## src/design/uer_pkg.sv

```systemverilog
`timescale 1ns / 1ps
// ----------------------------------------------------------------------------
// uer_pkg
// Shared widths, codes, register indexes and stage records of the echo
// ranging block.
// ----------------------------------------------------------------------------
package uer_pkg;

  localparam int TIME_W     = 32;
  localparam int RANGE_W    = 16;
  localparam int HOLD_W     = 16;
  localparam int TMO_W      = 24;
  localparam int SUM_W      = 19;
  localparam int CNT_W      = 3;
  localparam int OP_W       = 2;
  localparam int STATUS_W   = 2;
  localparam int CFG_IDX_W  = 8;
  localparam int CFG_DATA_W = 24;

  localparam int AVERAGE_COUNT = 5;

  localparam int MM_SCALE_W = 14;
  localparam logic [MM_SCALE_W-1:0] MM_PER_US_Q16 = 14'd11151;
  localparam int MM_FRAC    = 16;
  localparam int MM_PROD_W  = TIME_W + MM_SCALE_W;

  localparam logic [OP_W-1:0] OP_TRIGGER = 2'd0;
  localparam logic [OP_W-1:0] OP_ECHO    = 2'd1;
  localparam logic [OP_W-1:0] OP_POLL    = 2'd2;

  typedef logic [STATUS_W-1:0] status_t;
  localparam status_t ST_GOOD    = 2'd0;
  localparam status_t ST_BAD     = 2'd1;
  localparam status_t ST_TIMEOUT = 2'd2;

  localparam logic [CFG_IDX_W-1:0] CFG_MIN_RANGE = 8'd0;
  localparam logic [CFG_IDX_W-1:0] CFG_MAX_RANGE = 8'd1;
  localparam logic [CFG_IDX_W-1:0] CFG_HOLDOFF   = 8'd2;
  localparam logic [CFG_IDX_W-1:0] CFG_TIMEOUT   = 8'd3;

  localparam logic [RANGE_W-1:0] MIN_RANGE_RST = 16'd20;
  localparam logic [RANGE_W-1:0] MAX_RANGE_RST = 16'd4000;
  localparam logic [HOLD_W-1:0]  HOLDOFF_RST   = 16'd100;
  localparam logic [TMO_W-1:0]   TIMEOUT_RST   = 24'd250000;

  typedef struct packed {
    logic [RANGE_W-1:0] min_range_mm;
    logic [RANGE_W-1:0] max_range_mm;
    logic [HOLD_W-1:0]  echo_holdoff_us;
    logic [TMO_W-1:0]   timeout_us;
  } cfg_t;

  typedef struct packed {
    logic              timeout;
    logic [TIME_W-1:0] width;
  } meas_t;

  typedef struct packed {
    logic               timeout;
    logic [TIME_W-1:0]  width;
    logic [RANGE_W-1:0] range;
  } scaled_t;

endpackage

```

## src/design/uer_in_if.sv

```systemverilog
`timescale 1ns / 1ps
// ----------------------------------------------------------------------------
// uer_in_if
// Event channel: operation, echo level and microsecond timestamp.
// ----------------------------------------------------------------------------
interface uer_in_if;
  logic                       valid;
  logic                       ready;
  logic [uer_pkg::OP_W-1:0]   op;
  logic                       echo_level;
  logic [uer_pkg::TIME_W-1:0] time_us;

  modport source (output valid, op, echo_level, time_us, input ready);
  modport sink   (input valid, op, echo_level, time_us, output ready);
endinterface

```

## src/design/uer_out_if.sv

```systemverilog
`timescale 1ns / 1ps
// ----------------------------------------------------------------------------
// uer_out_if
// Reading channel: status, ranges, pulse width and group mean.
// ----------------------------------------------------------------------------
interface uer_out_if;
  logic                        valid;
  logic                        ready;
  logic [uer_pkg::STATUS_W-1:0] status;
  logic [uer_pkg::RANGE_W-1:0] range_mm;
  logic [uer_pkg::TIME_W-1:0]  round_trip_us;
  logic                        average_valid;
  logic [uer_pkg::RANGE_W-1:0] average_mm;

  modport source (output valid, status, range_mm, round_trip_us, average_valid, average_mm,
                  input ready);
  modport sink   (input valid, status, range_mm, round_trip_us, average_valid, average_mm,
                  output ready);
endinterface

```

## src/design/uer_cfg_if.sv

```systemverilog
`timescale 1ns / 1ps
// ----------------------------------------------------------------------------
// uer_cfg_if
// Register write channel: register index and write data.
// ----------------------------------------------------------------------------
interface uer_cfg_if;
  logic                           valid;
  logic                           ready;
  logic [uer_pkg::CFG_IDX_W-1:0]  index;
  logic [uer_pkg::CFG_DATA_W-1:0] data;

  modport source (output valid, index, data, input ready);
  modport sink   (input valid, index, data, output ready);
endinterface

```

## src/design/ultrasonic_echo_ranging.sv

```systemverilog
`timescale 1ns / 1ps
// ----------------------------------------------------------------------------
// ultrasonic_echo_ranging
// Echo pulse-width ranging with bounds check and group averaging.
//
//   channel  dir  handshake      payload
//   in_ch    in   valid/ready    op, echo_level, time_us
//   out_ch   out  valid/ready    status, range_mm, round_trip_us,
//                                average_valid, average_mm
//   cfg_ch   in   valid/ready    index, data (ready tied high)
//
// One event per cycle unless the output stalls; after its event is taken into
// the input register, a reading passes the tracking, scaling multiplier and
// result registers. Reset is synchronous, active low, and clears tracking,
// the last good range and the averaging group. A stalled result register
// backs up stage by stage; empty stages still take events.
// ----------------------------------------------------------------------------
module ultrasonic_echo_ranging #(
  parameter int AVERAGE_COUNT = uer_pkg::AVERAGE_COUNT
) (
  input  logic       clk,
  input  logic       rst_n,
  uer_in_if.sink     in_ch,
  uer_out_if.source  out_ch,
  uer_cfg_if.sink    cfg_ch
);

  uer_pkg::cfg_t    cfg;
  logic             meas_valid;
  logic             meas_ready;
  uer_pkg::meas_t   meas;
  logic             scaled_valid;
  logic             scaled_ready;
  uer_pkg::scaled_t scaled;

  uer_cfg_regs u_cfg (
    .clk    (clk),
    .rst_n  (rst_n),
    .cfg_ch (cfg_ch),
    .cfg    (cfg)
  );

  uer_event u_event (
    .clk        (clk),
    .rst_n      (rst_n),
    .in_ch      (in_ch),
    .cfg        (cfg),
    .meas_valid (meas_valid),
    .meas_ready (meas_ready),
    .meas       (meas)
  );

  uer_scale u_scale (
    .clk          (clk),
    .rst_n        (rst_n),
    .meas_valid   (meas_valid),
    .meas_ready   (meas_ready),
    .meas         (meas),
    .scaled_valid (scaled_valid),
    .scaled_ready (scaled_ready),
    .scaled       (scaled)
  );

  uer_stats #(
    .AVERAGE_COUNT (AVERAGE_COUNT)
  ) u_stats (
    .clk          (clk),
    .rst_n        (rst_n),
    .cfg          (cfg),
    .scaled_valid (scaled_valid),
    .scaled_ready (scaled_ready),
    .scaled       (scaled),
    .out_ch       (out_ch)
  );

endmodule

```

## src/design/uer_cfg_regs.sv

```systemverilog
`timescale 1ns / 1ps
// ----------------------------------------------------------------------------
// uer_cfg_regs
// Range bounds, echo holdoff and timeout registers.
// ----------------------------------------------------------------------------
module uer_cfg_regs (
  input  logic           clk,
  input  logic           rst_n,
  uer_cfg_if.sink        cfg_ch,
  output uer_pkg::cfg_t  cfg
);

  uer_pkg::cfg_t cfg_r;
  uer_pkg::cfg_t cfg_nxt;

  assign cfg_ch.ready = 1'b1;
  assign cfg          = cfg_r;

  always_comb begin
    cfg_nxt = cfg_r;
    if (cfg_ch.valid) begin
      unique case (cfg_ch.index)
        uer_pkg::CFG_MIN_RANGE: cfg_nxt.min_range_mm    = cfg_ch.data[uer_pkg::RANGE_W-1:0];
        uer_pkg::CFG_MAX_RANGE: cfg_nxt.max_range_mm    = cfg_ch.data[uer_pkg::RANGE_W-1:0];
        uer_pkg::CFG_HOLDOFF:   cfg_nxt.echo_holdoff_us = cfg_ch.data[uer_pkg::HOLD_W-1:0];
        uer_pkg::CFG_TIMEOUT:   cfg_nxt.timeout_us      = cfg_ch.data[uer_pkg::TMO_W-1:0];
        default:                cfg_nxt                 = cfg_r;
      endcase
    end
  end

  always_ff @(posedge clk) begin
    if (!rst_n) begin
      cfg_r.min_range_mm    <= uer_pkg::MIN_RANGE_RST;
      cfg_r.max_range_mm    <= uer_pkg::MAX_RANGE_RST;
      cfg_r.echo_holdoff_us <= uer_pkg::HOLDOFF_RST;
      cfg_r.timeout_us      <= uer_pkg::TIMEOUT_RST;
    end else begin
      cfg_r <= cfg_nxt;
    end
  end

endmodule

```

## src/design/uer_event.sv

```systemverilog
`timescale 1ns / 1ps
// ----------------------------------------------------------------------------
// uer_event
// Input register and trigger/echo tracking; emits pulse widths and timeouts.
// ----------------------------------------------------------------------------
module uer_event (
  input  logic           clk,
  input  logic           rst_n,
  uer_in_if.sink         in_ch,
  input  uer_pkg::cfg_t  cfg,
  output logic           meas_valid,
  input  logic           meas_ready,
  output uer_pkg::meas_t meas
);

  logic                       in_v_r;
  logic [uer_pkg::OP_W-1:0]   op_r;
  logic                       level_r;
  logic [uer_pkg::TIME_W-1:0] time_r;

  logic                       trig_seen_r, trig_seen_nxt;
  logic                       echo_active_r, echo_active_nxt;
  logic [uer_pkg::TIME_W-1:0] trig_time_r, trig_time_nxt;
  logic [uer_pkg::TIME_W-1:0] start_time_r, start_time_nxt;

  logic                       a_v_r;
  uer_pkg::meas_t             a_r;

  logic                       a_en;
  logic                       in_en;
  logic                       fire;
  uer_pkg::meas_t             a_nxt;
  logic [uer_pkg::TIME_W-1:0] dt_trig;

  assign a_en        = !a_v_r || meas_ready;
  assign in_en       = !in_v_r || a_en;
  assign in_ch.ready = in_en;
  assign meas_valid  = a_v_r;
  assign meas        = a_r;
  assign dt_trig     = time_r - trig_time_r;

  always_comb begin
    trig_seen_nxt   = trig_seen_r;
    echo_active_nxt = echo_active_r;
    trig_time_nxt   = trig_time_r;
    start_time_nxt  = start_time_r;
    fire            = 1'b0;
    a_nxt.timeout   = 1'b0;
    a_nxt.width     = time_r - start_time_r;
    if (in_v_r && a_en) begin
      unique case (op_r)
        uer_pkg::OP_TRIGGER: begin
          trig_seen_nxt   = 1'b1;
          trig_time_nxt   = time_r;
          echo_active_nxt = 1'b0;
        end
        uer_pkg::OP_ECHO: begin
          if (level_r) begin
            if (trig_seen_r &&
                dt_trig > {{(uer_pkg::TIME_W-uer_pkg::HOLD_W){1'b0}}, cfg.echo_holdoff_us}) begin
              echo_active_nxt = 1'b1;
              start_time_nxt  = time_r;
            end
          end else if (echo_active_r) begin
            fire            = 1'b1;
            echo_active_nxt = 1'b0;
            trig_seen_nxt   = 1'b0;
          end
        end
        uer_pkg::OP_POLL: begin
          if (trig_seen_r &&
              dt_trig > {{(uer_pkg::TIME_W-uer_pkg::TMO_W){1'b0}}, cfg.timeout_us}) begin
            fire            = 1'b1;
            a_nxt.timeout   = 1'b1;
            a_nxt.width     = '0;
            trig_seen_nxt   = 1'b0;
            echo_active_nxt = 1'b0;
          end
        end
        default: fire = 1'b0;
      endcase
    end
  end

  always_ff @(posedge clk) begin
    if (!rst_n) begin
      in_v_r        <= 1'b0;
      a_v_r         <= 1'b0;
      trig_seen_r   <= 1'b0;
      echo_active_r <= 1'b0;
      trig_time_r   <= '0;
      start_time_r  <= '0;
    end else begin
      if (in_en) begin
        in_v_r <= in_ch.valid;
      end
      if (a_en) begin
        a_v_r <= in_v_r && fire;
      end
      trig_seen_r   <= trig_seen_nxt;
      echo_active_r <= echo_active_nxt;
      trig_time_r   <= trig_time_nxt;
      start_time_r  <= start_time_nxt;
    end
  end

  always_ff @(posedge clk) begin
    if (in_en && in_ch.valid) begin
      op_r    <= in_ch.op;
      level_r <= in_ch.echo_level;
      time_r  <= in_ch.time_us;
    end
    if (a_en) begin
      a_r <= a_nxt;
    end
  end

`ifndef SYNTHESIS
  a_echo_needs_trigger: assert property (@(posedge clk) disable iff (!rst_n)
    echo_active_r |-> trig_seen_r)
    else $error("echo active without a pending trigger");
`endif

endmodule

```

## src/design/uer_scale.sv

```systemverilog
`timescale 1ns / 1ps
// ----------------------------------------------------------------------------
// uer_scale
// Pulse width to millimetres in Q16 fixed point, saturated to 16 bits.
// ----------------------------------------------------------------------------
module uer_scale (
  input  logic             clk,
  input  logic             rst_n,
  input  logic             meas_valid,
  output logic             meas_ready,
  input  uer_pkg::meas_t   meas,
  output logic             scaled_valid,
  input  logic             scaled_ready,
  output uer_pkg::scaled_t scaled
);

  localparam int QW = uer_pkg::MM_PROD_W - uer_pkg::MM_FRAC;

  logic                          b_v_r;
  uer_pkg::scaled_t              b_r;
  logic                          b_en;
  logic [uer_pkg::MM_PROD_W-1:0] prod;
  logic [QW-1:0]                 quot;
  logic [uer_pkg::RANGE_W-1:0]   mm_sat;

  assign b_en         = !b_v_r || scaled_ready;
  assign meas_ready   = b_en;
  assign scaled_valid = b_v_r;
  assign scaled       = b_r;

  assign prod   = uer_pkg::MM_PROD_W'(meas.width) * uer_pkg::MM_PROD_W'(uer_pkg::MM_PER_US_Q16);
  assign quot   = prod[uer_pkg::MM_PROD_W-1:uer_pkg::MM_FRAC];
  assign mm_sat = (|quot[QW-1:uer_pkg::RANGE_W]) ? '1 : quot[uer_pkg::RANGE_W-1:0];

  always_ff @(posedge clk) begin
    if (!rst_n) begin
      b_v_r <= 1'b0;
    end else if (b_en) begin
      b_v_r <= meas_valid;
    end
  end

  always_ff @(posedge clk) begin
    if (b_en && meas_valid) begin
      b_r.timeout <= meas.timeout;
      b_r.width   <= meas.width;
      b_r.range   <= mm_sat;
    end
  end

endmodule

```

## src/design/uer_stats.sv

```systemverilog
`timescale 1ns / 1ps
// ----------------------------------------------------------------------------
// uer_stats
// Bounds check, last good range, group averaging and result register.
// ----------------------------------------------------------------------------
module uer_stats #(
  parameter int AVERAGE_COUNT = uer_pkg::AVERAGE_COUNT
) (
  input  logic             clk,
  input  logic             rst_n,
  input  uer_pkg::cfg_t    cfg,
  input  logic             scaled_valid,
  output logic             scaled_ready,
  input  uer_pkg::scaled_t scaled,
  uer_out_if.source        out_ch
);

  localparam int RECIP_SHIFT = uer_pkg::SUM_W + uer_pkg::CNT_W;
  localparam int RECIP_W     = RECIP_SHIFT + 1;
  localparam logic [RECIP_W-1:0] RECIP =
    RECIP_W'(((1 << RECIP_SHIFT) + AVERAGE_COUNT - 1) / AVERAGE_COUNT);
  localparam int AVG_PROD_W  = uer_pkg::SUM_W + RECIP_W;
  localparam int N_W         = uer_pkg::CNT_W + 1;

  logic [uer_pkg::RANGE_W-1:0] last_good_r, last_good_nxt;
  logic [uer_pkg::CNT_W-1:0]   group_cnt_r, group_cnt_nxt;
  logic [uer_pkg::SUM_W-1:0]   group_sum_r, group_sum_nxt;

  logic                         out_v_r;
  uer_pkg::status_t             status_r, status_nxt;
  logic [uer_pkg::RANGE_W-1:0]  range_r;
  logic [uer_pkg::TIME_W-1:0]   width_r;
  logic                         avg_v_r;
  logic [uer_pkg::RANGE_W-1:0]  avg_r, avg_nxt;

  logic                         c_en;
  logic                         c_load;
  logic                         good;
  logic [uer_pkg::SUM_W-1:0]    sum_new;
  logic [N_W-1:0]               n;
  logic                         complete;
  logic [AVG_PROD_W-1:0]        avg_prod;

  assign c_en         = !out_v_r || out_ch.ready;
  assign c_load       = c_en && scaled_valid;
  assign scaled_ready = c_en;

  assign good = !scaled.timeout &&
                (scaled.range >= cfg.min_range_mm) && (scaled.range <= cfg.max_range_mm);

  always_comb begin
    if (scaled.timeout) begin
      status_nxt = uer_pkg::ST_TIMEOUT;
    end else if (good) begin
      status_nxt = uer_pkg::ST_GOOD;
    end else begin
      status_nxt = uer_pkg::ST_BAD;
    end
  end

  assign last_good_nxt = good ? scaled.range : last_good_r;
  assign sum_new       = group_sum_r + uer_pkg::SUM_W'(last_good_nxt);
  assign n             = {1'b0, group_cnt_r} + N_W'(1);
  assign complete      = n >= N_W'(AVERAGE_COUNT);
  assign avg_prod      = AVG_PROD_W'(sum_new) * AVG_PROD_W'(RECIP);
  assign avg_nxt       = complete ? avg_prod[RECIP_SHIFT +: uer_pkg::RANGE_W] : '0;
  assign group_cnt_nxt = complete ? '0 : n[uer_pkg::CNT_W-1:0];
  assign group_sum_nxt = complete ? '0 : sum_new;

  always_ff @(posedge clk) begin
    if (!rst_n) begin
      out_v_r     <= 1'b0;
      last_good_r <= '0;
      group_cnt_r <= '0;
      group_sum_r <= '0;
    end else begin
      if (c_en) begin
        out_v_r <= scaled_valid;
      end
      if (c_load) begin
        last_good_r <= last_good_nxt;
        group_cnt_r <= group_cnt_nxt;
        group_sum_r <= group_sum_nxt;
      end
    end
  end

  always_ff @(posedge clk) begin
    if (c_load) begin
      status_r <= status_nxt;
      range_r  <= last_good_nxt;
      width_r  <= scaled.width;
      avg_v_r  <= complete;
      avg_r    <= avg_nxt;
    end
  end

  assign out_ch.valid         = out_v_r;
  assign out_ch.status        = status_r;
  assign out_ch.range_mm      = range_r;
  assign out_ch.round_trip_us = width_r;
  assign out_ch.average_valid = avg_v_r;
  assign out_ch.average_mm    = avg_r;

`ifndef SYNTHESIS
  a_group_bound: assert property (@(posedge clk) disable iff (!rst_n)
    {1'b0, group_cnt_r} < N_W'(AVERAGE_COUNT))
    else $error("group count reached the group size");

  a_group_restart: assert property (@(posedge clk) disable iff (!rst_n)
    (c_load && complete) |=> (group_cnt_r == '0) && (group_sum_r == '0))
    else $error("group not restarted after a mean");

  a_good_in_bounds: assert property (@(posedge clk) disable iff (!rst_n)
    (out_v_r && status_r == uer_pkg::ST_GOOD) |->
      (range_r >= cfg.min_range_mm) && (range_r <= cfg.max_range_mm))
    else $error("good reading outside range bounds");

  a_timeout_zero_width: assert property (@(posedge clk) disable iff (!rst_n)
    (out_v_r && status_r == uer_pkg::ST_TIMEOUT) |-> (width_r == '0))
    else $error("timeout reading with nonzero width");
`endif

endmodule

```

## src/flat_wrapper.sv

```systemverilog
// flat-port wrapper written by rule: the top's interface ports become plain ports
module ultrasonic_echo_ranging_flat 
#(
  parameter int AVERAGE_COUNT = uer_pkg::AVERAGE_COUNT
)
  (clk, rst_n, in_ch_valid, in_ch_op, in_ch_echo_level, in_ch_time_us, in_ch_ready, out_ch_valid, out_ch_status, out_ch_range_mm, out_ch_round_trip_us, out_ch_average_valid, out_ch_average_mm, out_ch_ready, cfg_ch_valid, cfg_ch_index, cfg_ch_data, cfg_ch_ready);
  uer_in_if in_ch_i ();
  uer_out_if out_ch_i ();
  uer_cfg_if cfg_ch_i ();
  input  logic clk;
  input  logic rst_n;
  input wire logic [$bits(in_ch_i.valid)-1:0] in_ch_valid;
  input wire logic [$bits(in_ch_i.op)-1:0] in_ch_op;
  input wire logic [$bits(in_ch_i.echo_level)-1:0] in_ch_echo_level;
  input wire logic [$bits(in_ch_i.time_us)-1:0] in_ch_time_us;
  output wire logic [$bits(in_ch_i.ready)-1:0] in_ch_ready;
  output wire logic [$bits(out_ch_i.valid)-1:0] out_ch_valid;
  output wire logic [$bits(out_ch_i.status)-1:0] out_ch_status;
  output wire logic [$bits(out_ch_i.range_mm)-1:0] out_ch_range_mm;
  output wire logic [$bits(out_ch_i.round_trip_us)-1:0] out_ch_round_trip_us;
  output wire logic [$bits(out_ch_i.average_valid)-1:0] out_ch_average_valid;
  output wire logic [$bits(out_ch_i.average_mm)-1:0] out_ch_average_mm;
  input wire logic [$bits(out_ch_i.ready)-1:0] out_ch_ready;
  input wire logic [$bits(cfg_ch_i.valid)-1:0] cfg_ch_valid;
  input wire logic [$bits(cfg_ch_i.index)-1:0] cfg_ch_index;
  input wire logic [$bits(cfg_ch_i.data)-1:0] cfg_ch_data;
  output wire logic [$bits(cfg_ch_i.ready)-1:0] cfg_ch_ready;
  assign in_ch_i.valid = in_ch_valid;
  assign in_ch_i.op = in_ch_op;
  assign in_ch_i.echo_level = in_ch_echo_level;
  assign in_ch_i.time_us = in_ch_time_us;
  assign in_ch_ready = in_ch_i.ready;
  assign out_ch_valid = out_ch_i.valid;
  assign out_ch_status = out_ch_i.status;
  assign out_ch_range_mm = out_ch_i.range_mm;
  assign out_ch_round_trip_us = out_ch_i.round_trip_us;
  assign out_ch_average_valid = out_ch_i.average_valid;
  assign out_ch_average_mm = out_ch_i.average_mm;
  assign out_ch_i.ready = out_ch_ready;
  assign cfg_ch_i.valid = cfg_ch_valid;
  assign cfg_ch_i.index = cfg_ch_index;
  assign cfg_ch_i.data = cfg_ch_data;
  assign cfg_ch_ready = cfg_ch_i.ready;
  ultrasonic_echo_ranging #(.AVERAGE_COUNT(AVERAGE_COUNT)) u_core (.clk(clk), .rst_n(rst_n), .in_ch(in_ch_i), .out_ch(out_ch_i), .cfg_ch(cfg_ch_i));
endmodule
```

## config.mk

```make
export PLATFORM = sky130hd
export DESIGN_NAME = ultrasonic_echo_ranging_flat
export DESIGN_NICKNAME = d
export VERILOG_FILES = /design/src/design/uer_pkg.sv /design/src/design/uer_in_if.sv /design/src/design/uer_out_if.sv /design/src/design/uer_cfg_if.sv /design/src/design/ultrasonic_echo_ranging.sv /design/src/design/uer_cfg_regs.sv /design/src/design/uer_event.sv /design/src/design/uer_scale.sv /design/src/design/uer_stats.sv /design/src/flat_wrapper.sv
export SDC_FILE = /design/constraint.sdc
export NUM_CORES = 2
export LEC_CHECK = 0
export ABC_AREA = 1
export BUFFER_PORTS_ARGS = -buffer_cell sky130_fd_sc_hd__buf_2
export CORE_UTILIZATION = 31
export CTS_CLUSTER_SIZE = 16
export DETAILED_ROUTE_END_ITERATION = 7
export HOLD_SLACK_MARGIN = 0.12
export SLEW_MARGIN = 0
export SYNTH_ARGS = -nofsm -noshare
export SYNTH_HDL_FRONTEND = slang
export SYNTH_SLANG_ARGS = --single-unit
```

## constraint.sdc

```tcl
create_clock -name clk -period 8.9 [get_ports clk]
set_input_delay 2.225 -clock clk [delete_from_list [all_inputs] [get_ports clk]]
set_output_delay 2.225 -clock clk [all_outputs]
set_load 0.02 [all_outputs]
```

## After elaboration in Yosys (flattened, before gate mapping)

Index checks and enable logic that the tools add are counted.

| word-level totals | value |
|---|---|
| input port bits | 72 |
| flip-flop bits (word level) | 364 |
| word-level logic and storage cells | 98 |
| output and inout bits | 70 |

| cells by class | value |
|---|---|
| multiply operators | 2 |
| add/sub/neg operators | 4 |
| eq/ne operators | 9 |
| magnitude comparators | 5 |
| muxes and demuxes | 19 |
| reduce and logical (&&, ||, !) cells | 31 |

Operators by type and width:

| cell | number |
|---|---|
| 2-to-1 mux 32 bit | 2 |
| subtractor 32 bit | 2 |
| multiplier 32 x 14 -> 46 bit (second input constant) | 1 |
| multiplier 19 x 20 -> 38 bit (second input constant) | 1 |
| 2-to-1 mux 33 bit | 1 |
| greater-than comparator 32 x 16 -> 1 bit | 1 |
| greater-than comparator 32 x 24 -> 1 bit | 1 |
| adder 19 x 16 -> 19 bit | 1 |
| 2-to-1 mux 19 bit | 1 |
| == test 8 x 2 -> 1 bit (second input constant) | 2 |
| greater-or-equal comparator 16 bit | 1 |
| less-or-equal comparator 16 bit | 1 |
| 2-to-1 mux 16 bit | 1 |
| OR reduction 14 bit | 1 |
| AND reduction 2 bit | 6 |
| 2-to-1 mux 1 bit | 10 |
| logical AND 1 bit | 9 |
| == test 8 x 1 -> 1 bit (second input constant) | 1 |
| zero test 8 bit | 1 |
| AND reduction 4 bit | 2 |
| != test 2 bit (second input constant) | 3 |
| case mux 1 bit (3 select lines) | 2 |
| zero test 1 bit | 5 |
| AND reduction 5 bit | 1 |
| 10 further kinds | 13 |

## Longest topological paths before layout

| depth | value |
|---|---|
| word-level depth | 7 |
| gate-level depth with buffers | 49 |
| gate-level depth less buffers | 48 |

## Cells and area by module

Synthesis repeated with hierarchy kept, for this count alone.

| second synthesis, totals | value |
|---|---|
| cell total of the unflattened synthesis | 4568 |
| area total of the unflattened synthesis | 36234.8 µm² |

By module, submodules not included:

| module | instances | sequential area each (µm²) | area an instance (µm²) | cells each |
|---|---|---|---|---|
| uer_scale | 1 | 1491.4 | 11745.0 | 1366 |
| uer_stats | 1 | 2792.7 | 11489.8 | 1387 |
| uer_event | 1 | 3403.3 | 9987.1 | 1398 |
| uer_cfg_regs | 1 | 1441.4 | 3012.9 | 417 |

## Worst setup path after synthesis

Ideal clock, no wire load.

| timing path | value |
|---|---|
| kind | reg2reg |
| start point | reg u_core.u_scale.b_r, in the netlist u_core.u_scale.scaled[15] |
| end point | reg u_core.u_stats.avg_r, in the netlist u_core.u_stats.out_ch.average_mm[14] (data pin) |
| buffers on the path | 1 |
| slack | 0.606 ns |
| setup time | 0.255 ns |
| stages on the path, launching flop included | 42 |
| data arrival time | 8.040 ns |
| clock period less this slack | 8.294 ns |
| data required time | 8.645 ns |
| path through | edfxtp_1 ha_1 nand2_1 nor4_1 nand2_1 nand2_1 nand2_1 nand3_1 inv_1 clkbuf_1 nand2_1 nand2_1 ha_1 nand2_1 nand2_1 nand3_1 nand2_1 a21oi_1 [6 not listed] inv_1 fa_1 inv_1 fa_1 fa_1 inv_1 fa_1 inv_1 ha_1 nand2_1 nor2_1 nand2_1 o21ai_0 a41oi_1 o21bai_1 nand3_1 a21oi_1 nor2_1 |

| on the way | value |
|---|---|
| longest elaborated chain between the ends | 6 |
| elaborated cells on any way between the ends | 7 |
| classes of those cells | add/sub (1); mul (1); order compare (2); mux (1); reduce/logical (2) |

Ends and longest elaborated chain:

| what | line | RTL |
|---|---|---|
| from (decl) | uer_scale.sv:20 | `uer_pkg::scaled_t b_r;` |
| greater-or-equal comparator 16 bit | uer_stats.sv:49 | `(scaled.range >= cfg.min_range_mm) && (scaled.range <= cfg.max_range_mm);` |
| logical AND 1 bit | uer_stats.sv:48 | `assign good = !scaled.timeout &&` |
| logical AND 1 bit * | uer_stats.sv:49 |  |
| 2-to-1 mux 16 bit * | uer_stats.sv:61 | `assign last_good_nxt = good ? scaled.range : last_good_r;` |
| net u_core.u_stats.last_good_nxt (one bit) | uer_stats.sv:25 | `logic [uer_pkg::RANGE_W-1:0] last_good_r, last_good_nxt;` |
| adder 19 x 16 -> 19 bit * | uer_stats.sv:62 | `assign sum_new = group_sum_r + uer_pkg::SUM_W'(last_good_nxt);` |
| multiplier 19 x 20 -> 38 bit * | uer_stats.sv:65 | `assign avg_prod = AVG_PROD_W'(sum_new) * AVG_PROD_W'(RECIP);` |
| to (signal assigned) | uer_stats.sv:94 | `avg_r <= avg_nxt;` |
| to (decl) | uer_stats.sv:34 | `logic [uer_pkg::RANGE_W-1:0] avg_r, avg_nxt;` |

The timed path passes the listed nets; every way through them passes the cells marked *.
A chain may end at the register's enable or synchronous reset.

## Final worst setup path

| timing path | value |
|---|---|
| start point | reg u_core.u_scale.b_r, in the netlist u_core.u_scale.scaled[3] |
| end point | reg u_core.u_stats.avg_r, in the netlist u_core.u_stats.out_ch.average_mm[10] (data pin) |

The elaborated chain is that of the path after synthesis.

==> reports/metrics.csv <==
stage,metric,value,unit
outcome,outcome,"complete, no violations",
timing,period_share,94.5,%
logic_synthesis,syn_area,0.0349,mm²
critical_path,cp.required,9.26,ns
floorplanning,ios,142,
global_routing,grt_pass1_wl,150000,µm
timing,post-route-min-period,8.41,ns
timing,fin_ws,0.485,ns
timing,maxSlewViolCount,0,
timing,fmax,119,MHz
critical_path,worst_r2r_startpoint,u_core.u_scale.scaled[3]$_SDFFCE_PP1P_,
logic_synthesis,synth_top_area_share,17.1,%
hold_path,worstHoldStart,u_core.u_scale.scaled[35]$_DFFE_PP_,
critical_path,critPathKind,reg -> reg,
logic_synthesis,synth_area_leaders,"fa_1 (17%), ha_1 (17%), edfxtp_1 (16%), inv_1 (11%), dfxtp_1 (10%)",
global_routing,grt_max_degree,71,
critical_path,cp.arrival,8.77,ns
route,via_count,27305,
placed_design,dpl_worst_slack,0.0689,ns
timing,hold_violations,0,
hold_path,whs_path_depth,0,
logic_synthesis,synthAdderAreaFrac,34.2,%
finish,area_growth,12.5,%
route,drt_wl_total,95400,µm
floorplanning,chipHeight,338,µm
floorplanning,std_cell_rows,122,
route,wire_per_inst,16.0,µm
route,firstDrtPassIters,5,
logic_synthesis,synth_compound_area_share,9.81,%
placed_design,hpwl,78500,µm
clock_network,holdBufCountCts,0,
critical_path,r2r_end,u_core.u_stats.out_ch.average_mm[10]$_SDFFCE_PN0P_,
clock_network,clockRootBuffer,clkbuf_16,
floorplanning,die_area,0.114,mm²
logic_synthesis,ys_types,50,
finish,drive_gt1_share,7.35,%
finish,multi_input_area,0.0217,mm²
critical_path,cpMaxStageDelayCell,fa_1,
timing,clock_skew,0.0225,ns
placed_design,gp_congestion,0.920,
logic_synthesis,synth_top_area_cell,fa_1,
critical_path,path_max_fanout,18,
clock_network,clock_latency,0.61,ns
route,post_drt_via_cell_ratio,4.57,
logic_synthesis,synthTopCellsByCount,"inv_1 (1053), nand2_1 (756), ha_1 (475)",
clock_network,clock-sinks,364,
flow_run,cap_violations,0,
critical_path,critPathLaunchType,register,
logic_synthesis,synth_xor_area_share,2.31,%
logic_synthesis,yosysMostFrequentCell,inv_1,
critical_path,max_stage_delay,0.57,ns
logic_synthesis,synth_cells,4281,
clock_network,cts_tree,built,
route,drt_iter0_markers,1682,
finish,regArea,0.00913,mm²
clock_network,clockBufferDepth,3,
logic_synthesis,synth_top_family_by_area,adder cells,
finish,nFillCells,11643,
critical_path,rr_worst_depth,40,
critical_path,reg2reg_slack,0.49,ns
global_routing,grt_pass1_vias,27217,
logic_synthesis,avgSynthCellArea,8.15,µm²
global_routing,antenna_found_initial,8,
logic_synthesis,synth_edf_count,184,
logic_synthesis,ys.warnings.count,0,
timing,worstMarginPinSlew,1.03,ns
finish,fin_cells,5978,
logic_synthesis,synthFlopType,edfxtp_1,
critical_path,path_buf_inv,7,
floorplanning,die_w,338,µm
finish,postLayoutCoreUtil,35.3,%
floorplanning,core-area,0.111,mm²
logic_synthesis,yosys.area_share.simple,15.4,%
logic_synthesis,synthMuxAreaShare,0,%
clock_network,cts_max_level,2,
critical_path,crit_top_cell,nand2_1,
clock_network,path_clk_slew,0.06,ns
hold_path,min_to,u_core.u_stats.out_ch.round_trip_us[19]$_DFFE_PP_,
finish,fin_nets,5296,
global_routing,overflow,0,
clock_network,cts_buffers,46,
route,antenna_left,0,
timing,tns,0,ns
logic_synthesis,synth-seq-cells,364,
placed_design,io_buffers,140,
logic_synthesis,yosysSeqAreaShare,26.2,%
placed_design,placed_cells,5878,
logic_synthesis,synth_nets,5127,
logic_synthesis,async_flop_share,0,%
hold_path,hp-class,reg -> reg,
timing,finalSetupViolCount,0,
global_routing,grtUsageTotal,16.9,%
critical_path,path_delay_family,adder cells,
floorplanning,initial_core_util,31.4,%
critical_path,cp-end-kind,register,
route,route.detailed.drc,0,
timing,rsz0062_at_grt,yes,
timing,slew_headroom,31.0,%
==> sequential cells by signal, summed over array words and instances, names as in the netlist, 2 cells and up <==
register / flops
u_core.u_stats.out_ch.range_mm: 16
u_core.u_stats.out_ch.average_mm: 16
u_core.u_scale.scaled: 49
u_core.u_event.time_r: 32
u_core.u_stats.last_good_r: 16
u_core.u_stats.out_ch.status: 2
u_core.u_cfg.cfg: 72
u_core.u_event.meas: 33
u_core.u_stats.group_sum_r: 19
u_core.u_stats.out_ch.round_trip_us: 32
u_core.u_event.start_time_r: 32
u_core.u_event.trig_time_r: 32
u_core.u_stats.group_cnt_r: 3
u_core.u_event.op_r: 2
==> per-stage QoR <==
stage | hold slack, ns | cell area, µm²
floorplan | 0.400 | 34900
global placement | 0.403 | 37500
detailed placement | 0.405 | 37500
CTS | 0.416 | 39000
global route | 0.422 | 39300
finish | 0.417 | 39300
==> routing by layer <==
| layer | GRT usage [%] | wire (µm) | part of all wire [%] | vias up |
|---|---|---|---|---|
| li1 | - | - | - | 13851 |
| met1 | 23.7 | 46600 | 49 | 12761 |
| met2 | 27.4 | 42600 | 45 | 588 |
| met3 | 2.22 | 4180 | 4.4 | 101 |
| met4 | 3.66 | 1960 | 2.1 | 4 |
| met5 | 0 | 26 | 0.027 | - |
==> timing repair <==
item | CTS | global route
setup endpoints to repair | 0 | 16
resized for setup | 0 | 46
setup buffers | 0 | 11
==> layout by cell type, fill, tap and decap left out, types with 5 or more instances in the layout <==
cell type,count
inv_1,1049
nand2_1,753
ha_1,472
a21oi_1,304
fa_1,299
nor2_1,285
o21ai_0,192
edfxtp_1,184
dfxtp_1,180
nand3_1,144
buf_2,139
xor2_1,60
clkbuf_16,47
buf_4,45
nand4_1,34
xnor2_1,31
nor3_1,29
o211ai_1,21
a211oi_1,16
o21a_1,15
nor2_2,14
clkinvlp_4,13
a21o_1,12
a31oi_1,12
o21bai_1,12
nor4_1,10
a21oi_2,8
nand2_2,7
clkbuf_1,7
a21boi_0,5
or2_2,5
clkinv_2,5
==> worst max path at each step <==
stage	start	endpoint	slack (ns)	depth (start not counted)
2_1_floorplan	u_core.u_scale.scaled[15]$_SDFFCE_PP1P_	u_core.u_stats.out_ch.average_mm[14]$_SDFFCE_PN0P_	0.61	41
3_3_place_gp	u_core.u_scale.scaled[15]$_SDFFCE_PP1P_	u_core.u_stats.out_ch.average_mm[14]$_SDFFCE_PN0P_	0.20	41
3_5_place_dp	u_core.u_scale.scaled[15]$_SDFFCE_PP1P_	u_core.u_stats.out_ch.average_mm[14]$_SDFFCE_PN0P_	0.07	43
4_1_cts	u_core.u_scale.scaled[15]$_SDFFCE_PP1P_	u_core.u_stats.out_ch.average_mm[14]$_SDFFCE_PN0P_	0.04	43
5_1_grt	u_core.u_scale.scaled[3]$_SDFFCE_PP1P_	u_core.u_stats.out_ch.average_mm[14]$_SDFFCE_PN0P_	-0.1	43
6_report	u_core.u_scale.scaled[3]$_SDFFCE_PP1P_	u_core.u_stats.out_ch.average_mm[10]$_SDFFCE_PN0P_	0.49	40
==> cell type report <==
cell class,instances,share of cell area (%)
Multi-Input combinational cell,2799,55.3
Sequential cell,364,23.2
Inverter,1053,10.1
Tap cell,1488,4.74
Clock buffer,56,3.13
Timing Repair Buffer,185,2.68
Clock inverter,30,0.790
Timing Repair inverter,1,0.0191
Antenna cell,2,0.0127
==> kinds of logic after synthesis <==
| group | Yosys count |
|---|---|
| and+or+nand+nor | 1306 |
| buffers and inverters | 1118 |
| adders and majority gates | 774 |
| AOI/OAI and AO/OA | 626 |
| DFF | 364 |
| xor gates and xnor gates | 92 |
| other | 1 |
Power is not shown: default switching activity piles up to over one toggle a cycle in this logic, so the estimate is an artifact.
